## src/rtl/core/tsm_pkg.sv

```systemverilog
// ----------------------------------------------------------------------------
// tsm_pkg
// Shared types and constants for the ternary spin Metropolis update block.
// ----------------------------------------------------------------------------
package tsm_pkg;

	localparam int SITE_W   = 10;
	localparam int NB_COUNT = 6;

	localparam logic [1:0] KIND_LOAD = 2'd0;
	localparam logic [1:0] KIND_TRY  = 2'd1;
	localparam logic [1:0] KIND_READ = 2'd2;

	localparam logic [1:0] CFG_TEMPERATURE = 2'd0;
	localparam logic [1:0] CFG_COUPLING    = 2'd1;
	localparam logic [1:0] CFG_FIELD       = 2'd2;

	localparam logic        [15:0] TEMPERATURE_RESET = 16'd512;
	localparam logic signed [15:0] COUPLING_RESET    = 16'sd256;
	localparam logic signed [15:0] FIELD_RESET       = 16'sd0;

	typedef struct packed {
		logic       take_in;
		logic       rd_site;
		logic       split;
		logic       count_try;
		logic       wrap;
		logic       rd_nb;
		logic [2:0] nb_sel;
		logic       mul;
		logic       loc;
		logic       judge;
		logic       load_wr;
		logic       load_out;
		logic       clr_step;
	} tsm_cmd_t;

	typedef struct packed {
		logic       site_ok;
		logic       same;
		logic [1:0] kind;
		logic       clr_last;
	} tsm_status_t;

	// code 2'b10 reads as neutral
	function automatic logic signed [1:0] spin_decode(input logic [1:0] code);
		logic signed [1:0] s;
		s = (code == 2'b10) ? 2'sb00 : $signed(code);
		return s;
	endfunction

endpackage

```

## src/rtl/core/ternary_spin_metropolis_update_top.sv

```systemverilog
// ----------------------------------------------------------------------------
// ternary_spin_metropolis_update_top
// Spin-one Metropolis updates on a toroidal triangular lattice of
// ROWS x COLS ternary cells: load, attempt and read, with magnetization
// and saturating attempt/accept counts.
// ----------------------------------------------------------------------------
//  channel | signals                                         | word taken when
//  in      | in_valid in_ready kind site spin_value log_draw | in_valid & in_ready
//  out     | out_valid out_ready accepted site_spin          | out_valid & out_ready
//          | energy_change magnet_sum accept_total           |
//          | attempt_total                                   |
//  cfg     | cfg_valid cfg_ready cfg_index cfg_data          | cfg_valid & cfg_ready
//
//  Attempt: the six neighbor reads go through the single lattice read port,
//  one per cycle.
//  After reset a clear pass writes zero to all ROWS*COLS cells, one a cycle;
//  in_ready is low for those cycles, cfg is always ready.
//  A finished word waits in the output register; the next input word is
//  taken meanwhile and holds only at its result step until out is free.
// ----------------------------------------------------------------------------
module ternary_spin_metropolis_update_top #(
	parameter int COLS = 32,
	parameter int ROWS = 32
) (
	input  logic               clk,
	input  logic               arst_n,
	input  logic               in_valid,
	output logic               in_ready,
	input  logic [1:0]         kind,
	input  logic [9:0]         site,
	input  logic signed [1:0]  spin_value,
	input  logic [15:0]        log_draw,
	output logic               out_valid,
	input  logic               out_ready,
	output logic               accepted,
	output logic signed [1:0]  site_spin,
	output logic signed [19:0] energy_change,
	output logic signed [11:0] magnet_sum,
	output logic [31:0]        accept_total,
	output logic [31:0]        attempt_total,
	input  logic               cfg_valid,
	output logic               cfg_ready,
	input  logic [1:0]         cfg_index,
	input  logic [15:0]        cfg_data
);
	import tsm_pkg::*;

	tsm_cmd_t    cmd;
	tsm_status_t status;

	assign cfg_ready = 1'b1;

	tsm_ctrl u_ctrl (
		.clk       (clk),
		.arst_n    (arst_n),
		.in_valid  (in_valid),
		.in_ready  (in_ready),
		.out_valid (out_valid),
		.out_ready (out_ready),
		.status    (status),
		.cmd       (cmd)
	);

	tsm_datapath #(
		.COLS (COLS),
		.ROWS (ROWS)
	) u_datapath (
		.clk           (clk),
		.arst_n        (arst_n),
		.cmd           (cmd),
		.status        (status),
		.cfg_valid     (cfg_valid),
		.cfg_index     (cfg_index),
		.cfg_data      (cfg_data),
		.kind          (kind),
		.site          (site),
		.spin_value    (spin_value),
		.log_draw      (log_draw),
		.accepted      (accepted),
		.site_spin     (site_spin),
		.energy_change (energy_change),
		.magnet_sum    (magnet_sum),
		.accept_total  (accept_total),
		.attempt_total (attempt_total)
	);

endmodule

```

## src/rtl/core/tsm_ctrl.sv

```systemverilog
// ----------------------------------------------------------------------------
// tsm_ctrl
// Sequencer: lattice clear after reset, then one item at a time through
// lookup, neighbor reads, energy evaluation, write-back and result hand-off.
// ----------------------------------------------------------------------------
module tsm_ctrl (
	input  logic                 clk,
	input  logic                 arst_n,
	input  logic                 in_valid,
	output logic                 in_ready,
	output logic                 out_valid,
	input  logic                 out_ready,
	input  tsm_pkg::tsm_status_t status,
	output tsm_pkg::tsm_cmd_t    cmd
);
	import tsm_pkg::*;

	typedef enum logic [3:0] {
		S_CLEAR,
		S_IDLE,
		S_LOOK,
		S_SPLIT,
		S_WRAP,
		S_NB,
		S_SUM,
		S_MUL,
		S_LOC,
		S_JUDGE,
		S_LOAD,
		S_RESULT
	} state_t;

	localparam logic [2:0] NB_LAST = 3'(NB_COUNT - 1);

	state_t     state_q;
	logic [2:0] nb_cnt_q;
	logic       out_valid_q;

	assign in_ready  = (state_q == S_IDLE);
	assign out_valid = out_valid_q;

	always_comb begin
		cmd           = '0;
		cmd.take_in   = (state_q == S_IDLE) && in_valid;
		cmd.rd_site   = (state_q == S_LOOK);
		cmd.split     = (state_q == S_SPLIT);
		cmd.count_try = (state_q == S_SPLIT) && status.site_ok && (status.kind == KIND_TRY);
		cmd.wrap      = (state_q == S_WRAP);
		cmd.rd_nb     = (state_q == S_NB);
		cmd.nb_sel    = nb_cnt_q;
		cmd.mul       = (state_q == S_MUL);
		cmd.loc       = (state_q == S_LOC);
		cmd.judge     = (state_q == S_JUDGE);
		cmd.load_wr   = (state_q == S_LOAD);
		cmd.load_out  = (state_q == S_RESULT) && (!out_valid_q || out_ready);
		cmd.clr_step  = (state_q == S_CLEAR);
	end

	always_ff @(posedge clk or negedge arst_n) begin
		if (!arst_n) begin
			state_q     <= S_CLEAR;
			nb_cnt_q    <= '0;
			out_valid_q <= 1'b0;
		end else begin
			if (cmd.load_out) begin
				out_valid_q <= 1'b1;
			end else if (out_ready) begin
				out_valid_q <= 1'b0;
			end
			case (state_q)
				S_CLEAR: begin
					if (status.clr_last) state_q <= S_IDLE;
				end
				S_IDLE: begin
					if (in_valid) state_q <= S_LOOK;
				end
				S_LOOK: begin
					state_q <= S_SPLIT;
				end
				S_SPLIT: begin
					if (!status.site_ok) begin
						state_q <= S_RESULT;
					end else begin
						case (status.kind)
							KIND_LOAD: state_q <= S_LOAD;
							KIND_TRY:  state_q <= status.same ? S_RESULT : S_WRAP;
							KIND_READ: state_q <= S_RESULT;
							default:   state_q <= S_RESULT;
						endcase
					end
				end
				S_WRAP: begin
					nb_cnt_q <= '0;
					state_q  <= S_NB;
				end
				S_NB: begin
					nb_cnt_q <= nb_cnt_q + 3'd1;
					if (nb_cnt_q == NB_LAST) state_q <= S_SUM;
				end
				S_SUM:   state_q <= S_MUL;
				S_MUL:   state_q <= S_LOC;
				S_LOC:   state_q <= S_JUDGE;
				S_JUDGE: state_q <= S_RESULT;
				S_LOAD:  state_q <= S_RESULT;
				S_RESULT: begin
					if (!out_valid_q || out_ready) state_q <= S_IDLE;
				end
				default: state_q <= S_IDLE;
			endcase
		end
	end

	assert property (@(posedge clk) disable iff (!arst_n)
		cmd.load_out |-> (!out_valid_q || out_ready))
		else $error("result register overwritten while held");

	assert property (@(posedge clk) disable iff (!arst_n)
		cmd.split |-> $past(cmd.rd_site))
		else $error("site lookup not issued before split");

	assert property (@(posedge clk) disable iff (!arst_n)
		$rose(out_valid_q) |-> $past(cmd.load_out))
		else $error("result valid without a result load");

endmodule

```

## src/rtl/core/tsm_datapath.sv

```systemverilog
// ----------------------------------------------------------------------------
// tsm_datapath
// Lattice memory, site decode, neighbor addressing, energy arithmetic,
// acceptance test, magnetization and counters, result register.
// ----------------------------------------------------------------------------
module tsm_datapath #(
	parameter int COLS = 32,
	parameter int ROWS = 32
) (
	input  logic                   clk,
	input  logic                   arst_n,
	input  tsm_pkg::tsm_cmd_t      cmd,
	output tsm_pkg::tsm_status_t   status,
	input  logic                   cfg_valid,
	input  logic [1:0]             cfg_index,
	input  logic [15:0]            cfg_data,
	input  logic [1:0]             kind,
	input  logic [9:0]             site,
	input  logic signed [1:0]      spin_value,
	input  logic [15:0]            log_draw,
	output logic                   accepted,
	output logic signed [1:0]      site_spin,
	output logic signed [19:0]     energy_change,
	output logic signed [11:0]     magnet_sum,
	output logic [31:0]            accept_total,
	output logic [31:0]            attempt_total
);
	import tsm_pkg::*;

	localparam int CELL_COUNT = ROWS * COLS;
	localparam int AW         = $clog2(CELL_COUNT);
	localparam int DIV_SH     = 20;
	localparam int PW         = DIV_SH + SITE_W;

	localparam logic [PW-1:0]     RECIP  = PW'((1 << DIV_SH) / COLS);
	localparam logic [SITE_W-1:0] COLS_V = SITE_W'(COLS);
	localparam logic [SITE_W-1:0] X_LAST = SITE_W'(COLS - 1);
	localparam logic [SITE_W-1:0] Y_LAST = SITE_W'(ROWS - 1);
	localparam logic [AW-1:0]     A_ONE  = AW'(1);
	localparam logic [AW-1:0]     A_CM1  = AW'(COLS - 1);
	localparam logic [AW-1:0]     A_COLS = AW'(COLS);
	localparam logic [AW-1:0]     A_WRAP = AW'((ROWS - 1) * COLS);
	localparam logic [AW-1:0]     A_LAST = AW'(CELL_COUNT - 1);

	// configuration
	logic        [15:0] temp_q;
	logic signed [15:0] coupling_q;
	logic signed [15:0] field_q;

	// item
	logic        [1:0]        kind_q;
	logic        [SITE_W-1:0] site_q;
	logic signed [1:0]        spin_q;
	logic        [15:0]       draw_q;

	// lattice
	logic [1:0]    mem [CELL_COUNT];
	logic [1:0]    rd_q;
	logic [AW-1:0] rd_addr;
	logic [AW-1:0] wr_addr;
	logic          wr_en;
	logic [AW-1:0] clr_q;

	// decode and addressing
	logic [PW-1:0]       prod_q;
	logic [SITE_W-1:0]   row_est;
	logic [SITE_W-1:0]   row_cols;
	logic [SITE_W-1:0]   row_q;
	logic [SITE_W-1:0]   rem_q;
	logic [SITE_W-1:0]   x_v;
	logic [SITE_W-1:0]   y_v;
	logic                x_hi, x_lo, y_hi, y_lo;
	logic [AW-1:0]       site_a;
	logic [AW-1:0]       a_e, a_w, a_n, a_s, a_ne, a_sw;
	logic [AW-1:0]       nb_q [NB_COUNT];

	// arithmetic
	logic signed [1:0]  cur_dec;
	logic signed [1:0]  cur_q;
	logic signed [2:0]  d_q;
	logic               nb_pend_q;
	logic signed [3:0]  nsum_q;
	logic signed [19:0] cj_q;
	logic signed [19:0] local_v;
	logic signed [19:0] de_n;
	logic signed [19:0] de_q;
	logic        [31:0] tdraw_q;
	logic               take_v;
	logic               acc_q;
	logic signed [11:0] mag_q;
	logic        [31:0] acc_cnt_q;
	logic        [31:0] att_cnt_q;

	// result register
	logic               res_acc_q;
	logic signed [1:0]  res_spin_q;
	logic signed [19:0] res_de_q;
	logic signed [11:0] res_mag_q;
	logic        [31:0] res_acc_cnt_q;
	logic        [31:0] res_att_cnt_q;

	assign site_a  = AW'(site_q);
	assign cur_dec = spin_decode(rd_q);

	assign status.site_ok  = (32'(site_q) < 32'(CELL_COUNT));
	assign status.same     = (cur_dec == spin_q);
	assign status.kind     = kind_q;
	assign status.clr_last = (clr_q == A_LAST);

	// site / COLS by reciprocal; estimate is low by at most one
	assign row_est  = prod_q[PW-1:DIV_SH];
	assign row_cols = row_est * COLS_V;

	always_comb begin
		if (rem_q >= COLS_V) begin
			x_v = rem_q - COLS_V;
			y_v = row_q + SITE_W'(1);
		end else begin
			x_v = rem_q;
			y_v = row_q;
		end
		x_hi = (x_v == X_LAST);
		x_lo = (x_v == '0);
		y_hi = (y_v == Y_LAST);
		y_lo = (y_v == '0);
		a_e  = x_hi ? site_a - A_CM1 : site_a + A_ONE;
		a_w  = x_lo ? site_a + A_CM1 : site_a - A_ONE;
		a_n  = y_hi ? site_a - A_WRAP : site_a + A_COLS;
		a_s  = y_lo ? site_a + A_WRAP : site_a - A_COLS;
		a_ne = x_hi ? a_n - A_CM1 : a_n + A_ONE;
		a_sw = x_lo ? a_s + A_CM1 : a_s - A_ONE;
	end

	assign local_v = cj_q + 20'(field_q);

	always_comb begin
		case (d_q)
			3'b001:  de_n = -local_v;
			3'b111:  de_n = local_v;
			3'b010:  de_n = -(local_v <<< 1);
			3'b110:  de_n = local_v <<< 1;
			default: de_n = '0;
		endcase
	end

	assign take_v = (de_q <= 20'sd0) || ({de_q, 12'b0} < tdraw_q);

	assign rd_addr = cmd.rd_nb ? nb_q[cmd.nb_sel] : site_a;
	assign wr_addr = cmd.clr_step ? clr_q : site_a;
	assign wr_en   = cmd.clr_step || cmd.load_wr || (cmd.judge && take_v);

	always_ff @(posedge clk) begin
		if (wr_en) begin
			mem[wr_addr] <= cmd.clr_step ? 2'b00 : spin_q;
		end
		rd_q <= mem[rd_addr];
	end

	always_ff @(posedge clk) begin
		prod_q  <= PW'(site_q) * RECIP;
		tdraw_q <= 32'(temp_q) * 32'(draw_q);
		if (cmd.take_in) begin
			kind_q <= kind;
			site_q <= site;
			spin_q <= spin_decode(spin_value);
			draw_q <= log_draw;
		end
		if (cmd.split) begin
			row_q <= row_est;
			rem_q <= site_q - row_cols;
			d_q   <= 3'(spin_q) - 3'(cur_dec);
		end
		if (cmd.wrap) begin
			nb_q[0] <= a_e;
			nb_q[1] <= a_w;
			nb_q[2] <= a_n;
			nb_q[3] <= a_s;
			nb_q[4] <= a_ne;
			nb_q[5] <= a_sw;
		end
		if (cmd.mul) begin
			cj_q <= 20'(coupling_q) * 20'(nsum_q);
		end
		if (cmd.load_out) begin
			res_acc_q     <= acc_q;
			res_spin_q    <= cur_q;
			res_de_q      <= de_q;
			res_mag_q     <= mag_q;
			res_acc_cnt_q <= acc_cnt_q;
			res_att_cnt_q <= att_cnt_q;
		end
	end

	always_ff @(posedge clk or negedge arst_n) begin
		if (!arst_n) begin
			temp_q     <= TEMPERATURE_RESET;
			coupling_q <= COUPLING_RESET;
			field_q    <= FIELD_RESET;
			clr_q      <= '0;
			nb_pend_q  <= 1'b0;
			nsum_q     <= '0;
			cur_q      <= '0;
			de_q       <= '0;
			acc_q      <= 1'b0;
			mag_q      <= '0;
			acc_cnt_q  <= '0;
			att_cnt_q  <= '0;
		end else begin
			if (cfg_valid) begin
				case (cfg_index)
					CFG_TEMPERATURE: temp_q     <= cfg_data;
					CFG_COUPLING:    coupling_q <= $signed(cfg_data);
					CFG_FIELD:       field_q    <= $signed(cfg_data);
					default:         ;
				endcase
			end
			if (cmd.clr_step) clr_q <= clr_q + A_ONE;
			nb_pend_q <= cmd.rd_nb;
			if (cmd.split) begin
				nsum_q <= '0;
			end else if (nb_pend_q) begin
				nsum_q <= nsum_q + 4'(cur_dec);
			end
			if (cmd.take_in) begin
				de_q  <= '0;
				acc_q <= 1'b0;
			end
			if (cmd.split) begin
				cur_q <= status.site_ok ? cur_dec : 2'sb00;
			end
			if (cmd.count_try && (att_cnt_q != '1)) begin
				att_cnt_q <= att_cnt_q + 32'd1;
			end
			if (cmd.loc) de_q <= de_n;
			if (cmd.load_wr) begin
				cur_q <= spin_q;
				mag_q <= mag_q + 12'(d_q);
			end
			if (cmd.judge && take_v) begin
				cur_q <= spin_q;
				acc_q <= 1'b1;
				mag_q <= mag_q + 12'(d_q);
				if (acc_cnt_q != '1) acc_cnt_q <= acc_cnt_q + 32'd1;
			end
		end
	end

	assign accepted      = res_acc_q;
	assign site_spin     = res_spin_q;
	assign energy_change = res_de_q;
	assign magnet_sum    = res_mag_q;
	assign accept_total  = res_acc_cnt_q;
	assign attempt_total = res_att_cnt_q;

	assert property (@(posedge clk) disable iff (!arst_n)
		(nsum_q >= -4'sd6) && (nsum_q <= 4'sd6))
		else $error("neighbor sum out of range");

	assert property (@(posedge clk) disable iff (!arst_n)
		acc_cnt_q <= att_cnt_q)
		else $error("accept count above attempt count");

	assert property (@(posedge clk) disable iff (!arst_n)
		(de_q >= -20'sd458752) && (de_q <= 20'sd458752))
		else $error("energy change out of range");

endmodule

```

## config.mk

```make
export PLATFORM = sky130hd
export DESIGN_NAME = ternary_spin_metropolis_update_top
export DESIGN_NICKNAME = d
export VERILOG_FILES = /design/src/rtl/core/tsm_pkg.sv /design/src/rtl/core/ternary_spin_metropolis_update_top.sv /design/src/rtl/core/tsm_ctrl.sv /design/src/rtl/core/tsm_datapath.sv
export SDC_FILE = /design/constraint.sdc
export NUM_CORES = 2
export LEC_CHECK = 0
export ABC_AREA = 1
export BUFFER_PORTS_ARGS = -buffer_cell sky130_fd_sc_hd__buf_2
export CORE_MARGIN = 4
export CORE_UTILIZATION = 45
export DETAILED_ROUTE_END_ITERATION = 6
export PLACE_DENSITY_LB_ADDON = 0.1
export SLEW_MARGIN = 10
export SYNTH_ARGS = -nofsm -noshare
export SYNTH_HDL_FRONTEND = slang
export SYNTH_HIERARCHICAL = 1
export SYNTH_SLANG_ARGS = --single-unit
```

## constraint.sdc

```tcl
create_clock -name clk -period 58.9 [get_ports clk]
set_input_delay 8.835 -clock clk [delete_from_list [all_inputs] [get_ports clk]]
set_output_delay 8.835 -clock clk [all_outputs]
set_load 0.01 [all_outputs]
```

Word-level counts from Yosys, hierarchy flattened
Memory sizes are Yosys's and may differ from the RTL's. A register that Yosys moved wholly into a read port is not among the register bits.
Cells that the tools add are included.
W data, S select, Z words.
{"block": "classes", "n_lt_le_gt_ge": 3, "n_shift": 0, "bitwise": 0, "muxes": 38, "n_div": 0, "n_addsub": 25, "n_reduce_logical": 28, "multipliers": 2, "n_eq_ne": 31}
{"op": "$mux W10", "count": 10}
{"op": "$pmux W20 S4", "count": 1}
{"op": "$add A32 B1 Y32 const B", "count": 2}
{"op": "$ne A32 B32 Y1 const B", "count": 2}
{"op": "$pmux W4 S11", "count": 1}
{"op": "$mux W20", "count": 2}
{"op": "$neg A20 Y20", "count": 2}
{"op": "$lt A32 B32 Y1", "count": 1}
{"op": "$mul A16 B16 Y32", "count": 1}
{"op": "$add A10 B1 Y10 const B", "count": 3}
{"op": "$mux W4", "count": 7}
{"op": "$mux W12", "count": 2}
{"op": "$add A10 B5 Y10 const B", "count": 2}
{"op": "$add A20 B16 Y20", "count": 1}
{"op": "$eq A10 B5 Y1 const B", "count": 2}
{"op": "$le A20 B1 Y1 const B", "count": 1}
{"op": "$logic_not A10 Y1", "count": 2}
{"op": "$mul A16 B4 Y20", "count": 1}
{"op": "$sub A10 B1 Y10 const B", "count": 2}
{"op": "$sub A10 B5 Y10 const B", "count": 2}
{"op": "$sub A10 B6 Y10 const B", "count": 2}
{"op": "$eq A4 B3 Y1 const B", "count": 4}
{"op": "$eq A4 B4 Y1 const B", "count": 4}
{"op": "$add A12 B3 Y12", "count": 1}
{"op": "33 further kinds", "count": 69}
{"block": "totals", "out_inout_bits": 102, "ram_bits": 2108, "register_bits": 379, "romBits": 0, "mem_count": 2, "input_bits": 53, "latchBits": 0, "word_cells": 160}
{"name": "u_datapath.mem", "depth": 1024, "word_bits": 2, "rd": 1, "rd_ports_with_merged_regs": 1, "write_ports": 1, "line": "tsm_datapath.sv:57", "source": "logic [1:0] mem [CELL_COUNT];"}
{"name": "u_datapath.nb_q", "depth": 6, "word_bits": 10, "rd": 1, "rd_ports_with_merged_regs": 0, "write_ports": 6, "line": "tsm_datapath.sv:75", "source": "logic [AW-1:0] nb_q [NB_COUNT];"}

Depth between registers and ports, before layout
{"block": "depth", "depth_word": 6, "ltp_mapped": 29, "mapped_depth_nobuf": 27}

Hierarchy
The synthesis kept the hierarchy.
{"mod": "tsm_datapath", "seq_area_each_um2": 72492.0, "n_inst": 1, "area_each_um2": 121022.3, "cells_per_inst": 12015}
{"mod": "tsm_ctrl", "seq_area_each_um2": 200.2, "n_inst": 1, "area_each_um2": 561.8, "cells_per_inst": 81}
{"mod": "ternary_spin_metropolis_update_top", "seq_area_each_um2": 0.0, "n_inst": 1, "area_each_um2": 11.3, "cells_per_inst": 2}

Worst setup path before layout
OpenSTA, ideal clock, no wires.
{"block": "synth_path", "path_type": "register -> register", "start": "register u_ctrl.state_q[1]", "end": "memory u_datapath.mem[0][0] (data pin)", "slack_ns": 29.433, "t_required_ns": 53.914, "t_arrival_ns": 24.481, "n_path_buf": 2, "period_less_slack_ns": 29.467, "stages_incl_launch_ff": 7, "path_cell_list": "dfrtp_1 > nor2_1 > inv_1 > nor2_1 > clkbuf_1 > buf_2 > nor2_1"}
{"item": "from (decl)", "line": "tsm_ctrl.sv:35", "source": "state_t state_q;"}
{"item": "from (signal assigned)", "line": "tsm_ctrl.sv:86", "source": "KIND_TRY: state_q <= status.same ? S_RESULT : S_WRAP;"}
{"item": "to (decl)", "line": "tsm_datapath.sv:57"}

Final worst setup path
{"block": "layout_path", "start": "register u_ctrl.state_q[3]", "end": "output port in_ready"}
{"block": "layout_via", "elab_chain_cells": 1}
{"item": "$eq A4 B1 Y1", "line": "tsm_ctrl.sv:39", "source": "assign in_ready = (state_q == S_IDLE);"}
{"item": "to (decl)", "line": "ternary_spin_metropolis_update_top.sv:28", "source": "output logic in_ready,"}
No other way between the ends.

==> impl_metrics.yaml <==
status:
  outcome: "finished with violations"
  violations: "DRC"
die:
  core_um2: 268000
  chipHeight_um: 528
  ioPinCount: 155
  num_rows: 190
  dieArea_um2: 279000
  start_util_pct: 45.3
  die-width_um: 528
setup_path:
  cpMostUsedCell: "nor2_1"
  cp-end-kind: "output port"
  r2r_start: "u_ctrl/state_q[1]"
  cp.arrival_ns: 1.89
  startpoint_type: "flop"
  critPathRequiredTime_ns: 50.07
  reg2reg_depth: 22
  cp-startpoint: "u_ctrl/state_q[3]"
  critPathKind: "flop to output port"
  slowest_delay_ns: 0.43
  cp_max_fo: 6
  crit_chain: "nor2_1 > inv_2 > nor2_1 > buf_2"
  critPathSlowestCell: "dfrtp_1"
clock_tree:
  cts_tree: "built"
  clock-sinks: 2462
  htreeDepth: 5
  insertion_delay_ns: 0.89
  postCtsSetupBuffers: 0
  postCtsResizedCells: 0
  numCtsBuffers: 280
  root_buffer: "clkbuf_16"
  hold_buffers: 0
  cts_buffer_depth: 4
  clkSlewWorstSetupHoldPaths_ns: 0.06
place:
  io_buffers: 153
  hpwl_um: 196000
  globalplace.congestion: 0.837
  dp.cells: 15200
  place_ws_ns: 47.91
route:
  finalWirelength_um: 348000
  drtIter0Drc: 8005
  vias_per_cell: 5.37
  dr.pass1.iters: 7
  ant_nets: 0
  vias: 84500
  post_drt_wl_per_cell_um: 22.1
  drc: 3
run:
  cap_violations: 0
timing:
  max-slew-margin-rel_pct: 18.9
  fin_setup_tns_ns: 0
  clock-skew-final_ns: 0.0547
  setup_slack_ns: 48.18
  worst_slew_pin_slew_ns: 1.20
  rsz0062_at_grt: "no"
  slew_viol_final: 0
  fmax_ghz: 0.0933
  post-route-min-period_ns: 10.72
  fin_crit_sh_pct: 18.2
  hold_viol: 0
  setup_viol: 0
logic_synthesis:
  synth_warnings: 6
  netlist_area_um2: 122000
  synthCells: 12100
  synth.avg_cell_area_um2: 10.1
  syn_nets: 12600
hold_path:
  hp-class: "flop to flop"
  worstHoldPathCells: 0
  min_from: "u_datapath/acc_q"
global_route:
  grt_max_degree: 215
  track_usage_pct: 24.6
  grt_pass1_vias: 82800
  grt_overflow_total: 0
  grt_pass1_wl_um: 519000
  antenna_found_initial: 15
finish:
  mostFrequentLayoutCells: "2462 x nand2_1, 2253 x edfxtp_1, 1928 x inv_1, 1533 x nand3_1, 1203 x nor2_1"
  post_layout_nonfiller_instances: 15700
  fillers: 24600
  drive_gt1_share_pct: 6.90
  layout_commonest_cell: "nand2_1"
  syn2layout_area_growth_pct: 9.88
  fin_nets: 12500
power_and_ir_drop:
  power.total_uw: 5840
  peakVddDrop_mv: 0.0820
  power_density_nw_per_um2: 43.7
  leakage_uw: 0.0544
-- final cells by class --
cell class | count | area (um2) | share of cell area (%)
inverters | 1943 | 7310 | 5.47
clock inverters | 137 | 1290 | 0.965
clock buffers | 357 | 7490 | 5.61
flip-flops and latches | 2462 | 72700 | 54.4
well taps | 3552 | 4440 | 3.33
multi-input cells | 6965 | 38200 | 28.6
diodes | 5 | 12.5 | 0.00936
repair buffers | 323 | 2200 | 1.65
-- flip-flops by register name, indices dropped and copies added (netlist names), 5 cells and up --
name,flops
u_datapath/prod_q,5
u_datapath/field_q,16
u_datapath/magnet_sum,12
u_datapath/accept_total,32
u_datapath/attempt_total,32
u_datapath/acc_cnt_q,32
u_datapath/cj_q,20
u_datapath/clr_q,10
u_datapath/nb_q,43
u_datapath/mag_q,12
u_datapath/site_a,10
u_datapath/energy_change,20
u_datapath/draw_q,16
u_datapath/tdraw_q,32
u_datapath/temp_q,16
u_datapath/att_cnt_q,32
u_datapath/coupling_q,16
u_datapath/mem,2048
u_datapath/de_q,20
u_datapath/rem_q,10
-- power by group --
part	internal (uW)	switching, uW	leakage [uW]	total, uW
clock	968	715	0.00427	1680
combinational	619	1360	0.0272	1970
sequential	2130	61.6	0.0229	2190
total	3710	2130	0.0544	5840
-- per-stage QoR --
step | hold slack, ns | util, % | instance area, um2
finish | 0.446 | 49.8 | 134000
global route | 0.478 | 49.8 | 134000
CTS | 0.452 | 49.8 | 134000
detailed placement | 0.436 | 46.5 | 125000
global placement | 0.447 | 46.5 | 125000
floorplan | 0.425 | - | 122000
-- worst paths after layout --
check,slack [ns],endpoint
min in group asynchronous,7.91,u_datapath/att_cnt_q[21]
worst min-delay path,0.45,u_datapath/accepted
max in group asynchronous,49.01,u_datapath/temp_q[2]
worst min register to register,0.45,u_datapath/accepted
worst max-delay path,48.18,in_ready
worst max register to register,50.66,u_datapath/rd_q[1]
-- layer usage --
| layer | GRT usage [%] | share of wire [%] | up-vias |
|---|---|---|---|
| met3 | 3.57 | 7.2 | 516 |
| li1 | - | - | 39600 |
| met4 | 7.36 | 3.2 | 0 |
| met1 | 33.8 | 43 | 41600 |
| met2 | 40.6 | 47 | 2861 |
| met5 | 0 | 0 | - |
-- critical path, delay by kind of cell (launching register included) --
kind | cells | cell delay [ns]
buffers and inverters | 2 | 0.27
AND/OR/NAND/NOR | 2 | 0.32
flip-flops | 1 | 0.43
(Power assumes the default switching activity.)
